`config.mk`:
```
export PLATFORM = sky130hd
export DESIGN_NAME = utf8_to_ucs2_stream_decoder
export DESIGN_NICKNAME = d
export VERILOG_FILES = /design/src/hdl/utf8u_pkg.sv /design/src/hdl/utf8u_decode.sv /design/src/hdl/utf8_to_ucs2_stream_decoder.sv
export SDC_FILE = /design/constraint.sdc
export NUM_CORES = 1
export LEC_CHECK = 0
export BUFFER_PORTS_ARGS = -buffer_cell sky130_fd_sc_hd__buf_2
export CAP_MARGIN = 30
export CORE_ASPECT_RATIO = 0.8
export CORE_UTILIZATION = 49
export DETAILED_ROUTE_END_ITERATION = 8
export PLACE_DENSITY = 0.71
export RECOVER_POWER = 25
export SLEW_MARGIN = 20
export SYNTH_ARGS = -nofsm -noshare
export SYNTH_HDL_FRONTEND = slang
export SYNTH_SLANG_ARGS = --single-unit
```
`constraint.sdc`:
```
create_clock -name clk_i -period 4.55 [get_ports clk_i]
set_clock_uncertainty 0.1 [all_clocks]
set_input_delay 0.6825 -clock clk_i [delete_from_list [all_inputs] [get_ports clk_i]]
set_output_delay 0.6825 -clock clk_i [all_outputs]
set_load 0.02 [all_outputs]
```
`src/hdl/utf8u_pkg.sv`:
```
// Package for the UTF-8 to UCS-2 stream decoder.
// Holds the count width, lead-byte codes, masks and the result word type.
// No dependencies.
`timescale 1ns / 1ps
`default_nettype none

package utf8u_pkg;

  localparam int unsigned CountBits = 16;
  localparam int unsigned UnitBits  = 16;
  localparam int unsigned ByteBits  = 8;
  localparam int unsigned RemBits   = 3;

  localparam logic [CountBits-1:0] CountMax = {CountBits{1'b1}};
  localparam logic [UnitBits-1:0]  CapReset = 16'hFFFF;

  // lead-byte thresholds, longest form first
  localparam logic [ByteBits-1:0] Lead6 = 8'hFC;
  localparam logic [ByteBits-1:0] Lead5 = 8'hF8;
  localparam logic [ByteBits-1:0] Lead4 = 8'hF0;
  localparam logic [ByteBits-1:0] Lead3 = 8'hE0;
  localparam logic [ByteBits-1:0] Lead2 = 8'hC0;

  localparam logic [ByteBits-1:0] Mask6    = 8'h01;
  localparam logic [ByteBits-1:0] Mask5    = 8'h03;
  localparam logic [ByteBits-1:0] Mask4    = 8'h07;
  localparam logic [ByteBits-1:0] Mask3    = 8'h0F;
  localparam logic [ByteBits-1:0] Mask2    = 8'h1F;
  localparam logic [ByteBits-1:0] ContMask = 8'h3F;

  localparam logic [ByteBits-1:0] NulByte = 8'h00;

  typedef struct packed {
    logic [CountBits-1:0] units_written;
    logic                 full_res;
    logic                 string_end;
    logic                 unit_valid;
    logic [UnitBits-1:0]  unit;
  } res_t;

endpackage

`default_nettype wire

```
`src/hdl/utf8u_decode.sv`:
```
// Decoder state and per-byte next-state / result logic.
// Depends on utf8u_pkg.
`timescale 1ns / 1ps
`default_nettype none

module utf8u_decode (
  input  wire logic                                 clk_i,
  input  wire logic                                 rst_ni,
  input  wire logic                                 step_i,
  input  wire logic [utf8u_pkg::ByteBits-1:0]       byte_i,
  input  wire logic [utf8u_pkg::UnitBits-1:0]       capacity_i,
  output utf8u_pkg::res_t                           res_o,
  output logic                                      res_valid_o
);

  // only the low 16 bits of the code point ever reach the output
  logic [utf8u_pkg::UnitBits-1:0]  acc_q, acc_d;
  logic [utf8u_pkg::RemBits-1:0]   rem_q, rem_d;
  logic [utf8u_pkg::CountBits-1:0] count_q, count_d;
  logic                            full_q, full_d;

  logic [utf8u_pkg::UnitBits-1:0]  cp;
  logic [utf8u_pkg::RemBits-1:0]   rem_dec;
  logic                            finish;

  always_comb begin
    acc_d       = acc_q;
    rem_d       = rem_q;
    count_d     = count_q;
    full_d      = full_q;
    cp          = acc_q;
    finish      = 1'b0;
    rem_dec     = rem_q - utf8u_pkg::RemBits'(1);
    res_o       = '0;
    res_valid_o = 1'b0;

    if (rem_q != '0) begin
      cp     = {acc_q[utf8u_pkg::UnitBits-7:0], byte_i[5:0]};
      acc_d  = cp;
      rem_d  = rem_dec;
      finish = (rem_dec == '0);
    end else if (byte_i == utf8u_pkg::NulByte) begin
      res_valid_o         = 1'b1;
      res_o.string_end    = 1'b1;
      res_o.full_res      = full_q;
      res_o.units_written = count_q;
      count_d             = '0;
      full_d              = 1'b0;
      acc_d               = '0;
    end else if (byte_i >= utf8u_pkg::Lead6) begin
      acc_d = {8'h00, byte_i & utf8u_pkg::Mask6};
      rem_d = 3'd5;
    end else if (byte_i >= utf8u_pkg::Lead5) begin
      acc_d = {8'h00, byte_i & utf8u_pkg::Mask5};
      rem_d = 3'd4;
    end else if (byte_i >= utf8u_pkg::Lead4) begin
      acc_d = {8'h00, byte_i & utf8u_pkg::Mask4};
      rem_d = 3'd3;
    end else if (byte_i >= utf8u_pkg::Lead3) begin
      acc_d = {8'h00, byte_i & utf8u_pkg::Mask3};
      rem_d = 3'd2;
    end else if (byte_i >= utf8u_pkg::Lead2) begin
      acc_d = {8'h00, byte_i & utf8u_pkg::Mask2};
      rem_d = 3'd1;
    end else begin
      // single-byte code, 0x80-0xBF included
      cp     = {8'h00, byte_i};
      finish = 1'b1;
    end

    if (finish) begin
      acc_d = '0;
      if (!full_q) begin
        res_valid_o = 1'b1;
        if ((count_q >= capacity_i) || (count_q == utf8u_pkg::CountMax)) begin
          full_d              = 1'b1;
          res_o.full_res      = 1'b1;
          res_o.units_written = count_q;
        end else begin
          count_d             = count_q + utf8u_pkg::CountBits'(1);
          res_o.unit          = {cp[7:0], cp[15:8]};
          res_o.unit_valid    = 1'b1;
          res_o.units_written = count_d;
        end
      end
    end
  end

  always_ff @(posedge clk_i or negedge rst_ni) begin
    if (!rst_ni) begin
      acc_q   <= '0;
      rem_q   <= '0;
      count_q <= '0;
      full_q  <= 1'b0;
    end else if (step_i) begin
      acc_q   <= acc_d;
      rem_q   <= rem_d;
      count_q <= count_d;
      full_q  <= full_d;
    end
  end

endmodule

`default_nettype wire

```
`src/hdl/utf8_to_ucs2_stream_decoder.sv`:
```
// Top level of the UTF-8 to UCS-2 stream decoder: input register, capacity
// register, output register. Depends on utf8u_pkg and utf8u_decode.
`timescale 1ns / 1ps
`default_nettype none

// Takes one UTF-8 byte per cycle while m_axis does not stall, and emits a word
// per finished character, for the first character dropped once full, and per
// NUL that ends a string. A byte entering at s_axis passes the input register,
// the decoder logic and the output register before it shows on m_axis; the
// decoder state updates between the input register and the output register.
// Bytes that only start or continue a character produce no output word.
module utf8_to_ucs2_stream_decoder (
  input  wire logic                              clk_i,
  input  wire logic                              rst_ni,
  input  wire logic                              cfg_we_i,
  input  wire logic [utf8u_pkg::UnitBits-1:0]    cfg_wdata_i,   // capacity
  input  wire logic                              s_axis_tvalid,
  output logic                                   s_axis_tready,
  input  wire logic [7:0]                        s_axis_tdata,  // data_byte
  output logic                                   m_axis_tvalid,
  input  wire logic                              m_axis_tready,
  output logic [31:0]                            m_axis_tdata,  // unit, units_written
  output logic [2:0]                             m_axis_tuser   // unit_valid, string_end, full_res
);

  logic                           in_valid_q;
  logic [utf8u_pkg::ByteBits-1:0] in_byte_q;
  logic [utf8u_pkg::UnitBits-1:0] capacity_q;
  logic                           out_valid_q;
  utf8u_pkg::res_t                out_q;

  utf8u_pkg::res_t res;
  logic            res_valid;
  logic            advance;
  logic            out_free;

  assign out_free      = !out_valid_q || m_axis_tready;
  assign advance       = in_valid_q && out_free;
  assign s_axis_tready = !in_valid_q || advance;

  utf8u_decode u_decode (
    .clk_i       (clk_i),
    .rst_ni      (rst_ni),
    .step_i      (advance),
    .byte_i      (in_byte_q),
    .capacity_i  (capacity_q),
    .res_o       (res),
    .res_valid_o (res_valid)
  );

  always_ff @(posedge clk_i or negedge rst_ni) begin
    if (!rst_ni) begin
      capacity_q <= utf8u_pkg::CapReset;
    end else if (cfg_we_i) begin
      capacity_q <= cfg_wdata_i;
    end
  end

  always_ff @(posedge clk_i or negedge rst_ni) begin
    if (!rst_ni) begin
      in_valid_q <= 1'b0;
    end else if (s_axis_tready) begin
      in_valid_q <= s_axis_tvalid;
    end
  end

  always_ff @(posedge clk_i) begin
    if (s_axis_tready && s_axis_tvalid) begin
      in_byte_q <= s_axis_tdata;
    end
  end

  always_ff @(posedge clk_i or negedge rst_ni) begin
    if (!rst_ni) begin
      out_valid_q <= 1'b0;
    end else if (advance && res_valid) begin
      out_valid_q <= 1'b1;
    end else if (m_axis_tready) begin
      out_valid_q <= 1'b0;
    end
  end

  always_ff @(posedge clk_i) begin
    if (advance && res_valid) begin
      out_q <= res;
    end
  end

  assign m_axis_tvalid = out_valid_q;
  assign m_axis_tdata  = {out_q.units_written, out_q.unit};
  assign m_axis_tuser  = {out_q.full_res, out_q.string_end, out_q.unit_valid};

  // a written unit always carries a nonzero count
  a_unit_counted: assert property (@(posedge clk_i) disable iff (!rst_ni)
    (out_valid_q && out_q.unit_valid) |-> (out_q.units_written != '0))
    else $error("unit word with zero count");

  // a string end never carries a unit
  a_end_no_unit: assert property (@(posedge clk_i) disable iff (!rst_ni)
    (out_valid_q && out_q.string_end) |-> (!out_q.unit_valid && out_q.unit == '0))
    else $error("string end carries a unit");

  // a full word is never a written unit
  a_full_no_unit: assert property (@(posedge clk_i) disable iff (!rst_ni)
    (out_valid_q && out_q.full_res) |-> !out_q.unit_valid)
    else $error("full word flagged as written unit");

endmodule

`default_nettype wire
```
-- After elaboration in Yosys (flattened, before gate mapping)
Cells that the tools add are included.
W data, S select, Z words.
- flip-flop bits (word level): 97
- output and inout port bits: 37
- word-level logic and storage cells: 94
- equal/unequal tests: 2
- add/sub/neg operators: 2
- bitwise operators: 1
- multiplexer cells: 52
- reductions and logical operators: 18
- order comparisons: 6
- operator list (cell ; count):
    $mux W16 ; 21
    $mux W17 ; 3
    $ge A8 B8 Y1 const B ; 5
    $mux W18 ; 2
    $mux W3 ; 7
    $mux W1 ; 19
    $add A16 B1 Y16 const B ; 1
    $eq A16 B16 Y1 const B ; 1
    $ge A16 B16 Y1 ; 1
    $logic_not A8 Y1 ; 1
    $reduce_bool A8 Y1 ; 1
    $reduce_bool A6 Y1 ; 1
    $logic_and A1 B1 Y1 ; 3
    $logic_not A3 Y1 ; 1
    $logic_or A1 B1 Y1 ; 3
    $reduce_and A3 Y1 ; 1
    $reduce_bool A3 Y1 ; 1
    $reduce_or A3 Y1 ; 1
    $sub A3 B1 Y3 const B ; 1
    $logic_not A1 Y1 ; 2
    $ne A2 B1 Y1 const B ; 1
    $reduce_and A2 Y1 ; 1
    $reduce_bool A2 Y1 ; 1
    $reduce_or A2 Y1 ; 1
    $not A1 Y1 ; 1

-- Longest topological paths before layout
- depth in word-level cells: 11
- mapped depth: 10
- gate-level depth less buffers: 8

-- By module
A second synthesis with hierarchy kept.
- cell total of the unflattened synthesis: 467
- area, all modules: 5074.9 µm²
- by module, submodules not included (module ; cells an instance ; area each (µm²) ; times used ; sequential area each (µm²)):
    utf8u_decode ; 380 ; 3017.9 ; 1 ; 900.9
    utf8_to_ucs2_stream_decoder ; 87 ; 2057.0 ; 1 ; 1761.7

-- Worst setup path after synthesis
No wires, ideal clock.
- path kind: register to register
- from: register in_byte_q[4] (netlist name)
- to: register out_q, in the netlist m_axis_tdata[0] (enable)
- stages on the path, launching flop included: 7
- buffers on the path: 0
- data required time: 4.023 ns
- slack: 1.014 ns
- clock period less this slack: 3.536 ns
- data arrival time: 3.008 ns
- cell sequence: edfxtp_1 -> or4_4 -> nor2_4 -> nand2_1 -> inv_1 -> nor2_1 -> nor2_1
- cells in the longest elaborated chain, start to end: 10
- elaborated cells between the ends (all ways): 18
- classes of those cells: order compare: 5; mux: 11; reduce/logical: 2
- ends and longest elaborated chain (element ; line ; source):
    start: declaration ; utf8_to_ucs2_stream_decoder.sv:27 ; logic [utf8u_pkg::ByteBits-1:0] in_byte_q;
    start signal: assignment ; utf8_to_ucs2_stream_decoder.sv:69 ; in_byte_q <= s_axis_tdata;
    $ge A8 B8 Y1 ; utf8u_decode.sv:62 ; end else if (byte_i >= utf8u_pkg::Lead2) begin
    $mux W1 ; utf8u_decode.sv:62 ;
    $mux W1 ; utf8u_decode.sv:59 ; end else if (byte_i >= utf8u_pkg::Lead3) begin
    $mux W1 ; utf8u_decode.sv:56 ; end else if (byte_i >= utf8u_pkg::Lead4) begin
    $mux W1 ; utf8u_decode.sv:53 ; end else if (byte_i >= utf8u_pkg::Lead5) begin
    $mux W1 ; utf8u_decode.sv:50 ; end else if (byte_i >= utf8u_pkg::Lead6) begin
    $mux W1 ; utf8u_decode.sv:42 ; end else if (byte_i == utf8u_pkg::NulByte) begin
    $mux W1 ; utf8u_decode.sv:37 ; if (rem_q != '0) begin
    $mux W1 (*) ; utf8u_decode.sv:71 ; if (finish) begin
    $logic_and A1 B1 Y1 (*) ; utf8_to_ucs2_stream_decoder.sv:84 ; if (advance && res_valid) begin
    end signal: assignment ; utf8_to_ucs2_stream_decoder.sv:85 ; out_q <= res;
    end: declaration ; utf8_to_ucs2_stream_decoder.sv:30 ; utf8u_pkg::res_t out_q;
Mark *: on every way between the ends. The rest lies on a longest branch, timed or not.
A chain may end at the register's enable or synchronous reset.

-- Final worst setup path
- from: register u_decode.rem_q[0] (netlist name)
- to: register u_decode.count_q[2] (netlist name)
- cells in the longest elaborated chain, start to end: 5
- elaborated cells between the ends (all ways): 8
- classes of those cells: add/sub: 1; mux: 5; reduce/logical: 2
- ends and longest elaborated chain (element ; line ; source):
    start: declaration ; utf8u_decode.sv:18 ; logic [utf8u_pkg::RemBits-1:0] rem_q, rem_d;
    start signal: assignment ; utf8u_decode.sv:97 ; rem_q <= rem_d;
    branches (longest 4 deep; another with $sub A3 B1 Y3) ; n/a ;
    $mux W16 (*) ; utf8u_decode.sv:71 ;
    end signal: assignment ; utf8u_decode.sv:98 ; count_q <= count_d;
    end: declaration ; utf8u_decode.sv:19 ; logic [utf8u_pkg::CountBits-1:0] count_q, count_d;
Mark *: on every way between the ends.

==> impl_metrics.yaml <==
run_status:
  status: "finished with violations"
  violations: "capacitance limit, slew limit"
placement:
  post-dp-hpwl_um: 6960
  io_buffers: 65
  gp_congestion: 0.854
  pre_cts_ws_ps: 1220
setup_path:
  crit_arrival_ps: 3480
  path_class: "reg2reg"
  cp.required_ps: 4680
  crit_path_end_kind: "register"
  critPathLaunchType: "register"
  worst-path-max-fanout: 41
floorplanning:
  ios: 66
  fp.dieArea_um2: 10400
  start_util_pct: 50.7
  std_cell_rows: 32
  die_w_um: 114
  fp.coreArea_um2: 9690
  die_y_um: 91.6
cts:
  cts_tree: "yes"
  clockBufferDepth: 2
  root_buffer: "clkbuf_16"
  numCtsBuffers: 9
  cts_hold_buffers: 0
  clk_pin_slew_ps: 70
  cts-htree-levels: 3
  cts_setup_buffers: 0
  clock_latency_ps: 350
  clkSinkCount: 97
  cts_resized: 0
cells_and_area:
  final_nets: 551
  num_antenna_cells: 0
  drive_above_1_share_pct: 22.5
  fill_cells: 846
  multi_input_area_um2: 2010
  ff_latch_area_um2: 2660
  area_growth_pct: 13.6
synthesis:
  synth_top_family_by_area: "compound AO/OA/AOI/OAI gates"
  netlist_instances: 450
  yosys.area_share.simple_pct: 15.9
  synth-edff-count: 43
  synth_fa_ha_area_share_pct: 5.09
  synth_xor_area_share_pct: 0.535
  netlist.area_leader.share_pct: 26.3
  ys_ff_latch: 97
  synth_top_cell_by_area: "edfxtp_1"
  synth-compound-area-share_pct: 17.7
  synthFlopType: "edfxtp_1"
  postSynthAreaPerCell_um2: 10.9
  yosysWarnings: 0
  synthMuxAreaShare_pct: 1.66
  synth_fp_nets: 499
  netlist_top_cells_area: "edfxtp_1, dfrtp_1, dfstp_2, ha_1, nand2_1"
  synth_common_cells: "nand2_1, edfxtp_1, dfrtp_1"
  syn_area_um2: 4910
  ys_seq_area_share_pct: 54.2
  async_reset_ff_share_pct: 55.7
  yosys.cell_types.count: 57
  synth.most_common_cell: "nand2_1"
timing:
  final.period_utilization_pct: 73.6
  hold_violations: 0
  rsz0062_at_grt: "false"
  tns_ps: 0
  tightest_slew_ps: 2970
  setup_viol: 0
  worst_slack_ps: 1200
  fmax_mhz: 299
  slew_headroom_pct: -97.9
  slew_violations: 55
  period_minus_slack_ps: 3350
global_route:
  grt_pass1_wl_um: 17400
  grt_max_degree: 55
  grt_pass1_vias: 3567
  grt_usage_pct: 21.7
  antenna_found_initial: 0
  overflow: 0
routing:
  finalWirelength_um: 10400
  firstDrtPassIters: 4
  drtAntennaViolNets: 0
  drc: 0
  wl_per_cell_um: 16.1
  drt_iter0_markers: 330
  vias: 3664
  routed_via_density: 5.70
pwr:
  power.density_nw_per_um2: 541
  leakage_uw: 0.00235
  peakVddDrop_mv: 0.286
worst_hold_path:
  hold_class: "reg2reg"
flow_run:
  cap_violations: 1
==> layout by cell type (no fill, tap or decap), types with 2 or more instances in the layout <==
master	netlist	routed
o2bb2ai_1	13	13
nor2_4	2	3
buf_4	5	3
clkinvlp_4	0	4
o31ai_1	3	3
nand4_1	4	4
or4_1	9	9
o21ai_0	25	25
dfrtp_1	38	38
a2111oi_0	2	2
o221ai_1	3	3
nand3_1	23	23
nor2_1	25	24
a31oi_1	2	2
edfxtp_1	43	43
or3_1	4	4
inv_1	23	23
and3_1	4	4
nor3_1	15	15
dfstp_2	16	16
nand2_1	46	46
a21o_1	7	7
mux2i_1	7	7
and2_1	4	4
a22oi_1	9	9
clkbuf_1	17	3
a22o_1	14	14
a32o_1	2	2
and4_1	2	2
buf_2	2	64
ha_1	20	20
o211ai_1	10	10
xnor2_1	2	2
a21oi_1	20	20
nand2b_1	5	5
clkbuf_16	0	10
==> critical path, cell delays in order (launching register included) <==
cell,delay (ps)
dfrtp_1,400
inv_1,110
ha_1,210
nor2b_1,540
o211ai_4,190
a21oi_4,170
buf_4,240
nand4_4,520
a21o_4,500
a22o_1,250
==> per-layer routing <==
layer / GRT usage, % / vias up / wire length, µm
met4: 8.01 / 0 / 141
li1: - / 1772 / -
met3: 4.74 / 12 / 680
met1: 31.9 / 1767 / 4960
met2: 31.3 / 113 / 4580
met5: 0 / - / 0
==> layout make-up <==
type                    count  area share, %
well taps                 136           3.05
repair buffers             69           6.28
multi-input cells         301           36.1
flip-flops and latches     97           47.7
clock buffers              11           4.55
clock inverters             5          0.695
inverters                  24           1.66
==> power by group <==
part	switching [µW]	total, µW	internal, µW	leakage (µW)
Sequential	152	1320	1170	0.00108
Clock	332	737	405	0.000129
Combinational	634	963	329	0.00114
Total	1120	3020	1900	0.00235
==> state kept, by name (all words and copies together) (netlist names) <==
name / cells
u_decode.count_q: 16
u_decode.full_q: 1
capacity_q: 16
m_axis_tdata: 32
u_decode.acc_q: 16
u_decode.rem_q: 3
in_valid_q: 1
m_axis_tuser: 3
in_byte_q: 8
m_axis_tvalid: 1
==> stage by stage <==
| stage | util [%] | cells | cell area (µm²) | hold WS, ps | total power (µW) |
|---|---|---|---|---|---|
| 2_1_floorplan | - | 450 | 4910 | 287 | 2050 |
| 3_3_place_gp | 54.6 | 627 | 5290 | 390 | 2270 |
| 3_5_place_dp | 54.6 | 627 | 5290 | 392 | 2290 |
| 4_1_cts | 57.7 | 643 | 5590 | 397 | 3040 |
| 5_1_grt | 57.6 | 643 | 5580 | 400 | 3200 |
| 6_report | 57.6 | 643 | 5580 | 407 | 3020 |
==> cells by family (layout without fill, tap and decap cells) <==
| group | Yosys count | after routing |
|---|---|---|
| DFF | 97 | 97 |
| muxes | 8 | 8 |
| xor gates and xnor gates | 3 | 3 |
| and+or+nand+nor | 152 | 152 |
| buffers and inverters | 52 | 109 |
| AOI/OAI and AO/OA | 118 | 118 |
| adders and majority gates | 20 | 20 |
==> worst paths after layout <==
check	startpoint	end	slack, ps	cells after the start
min in group asynchronous	rst_ni	u_decode.count_q[7]	1310	2
setup / recovery	u_decode.rem_q[0]	u_decode.count_q[2]	1200	9
hold reg to reg	u_decode.acc_q[11]	u_decode.acc_q[11]	410	1
setup reg to reg	u_decode.rem_q[0]	u_decode.count_q[2]	1200	9
hold / removal	u_decode.acc_q[11]	u_decode.acc_q[11]	410	1
max in group asynchronous	rst_ni	u_decode.acc_q[14]	1370	2
Note: power is estimated with default switching activity, not from simulation.
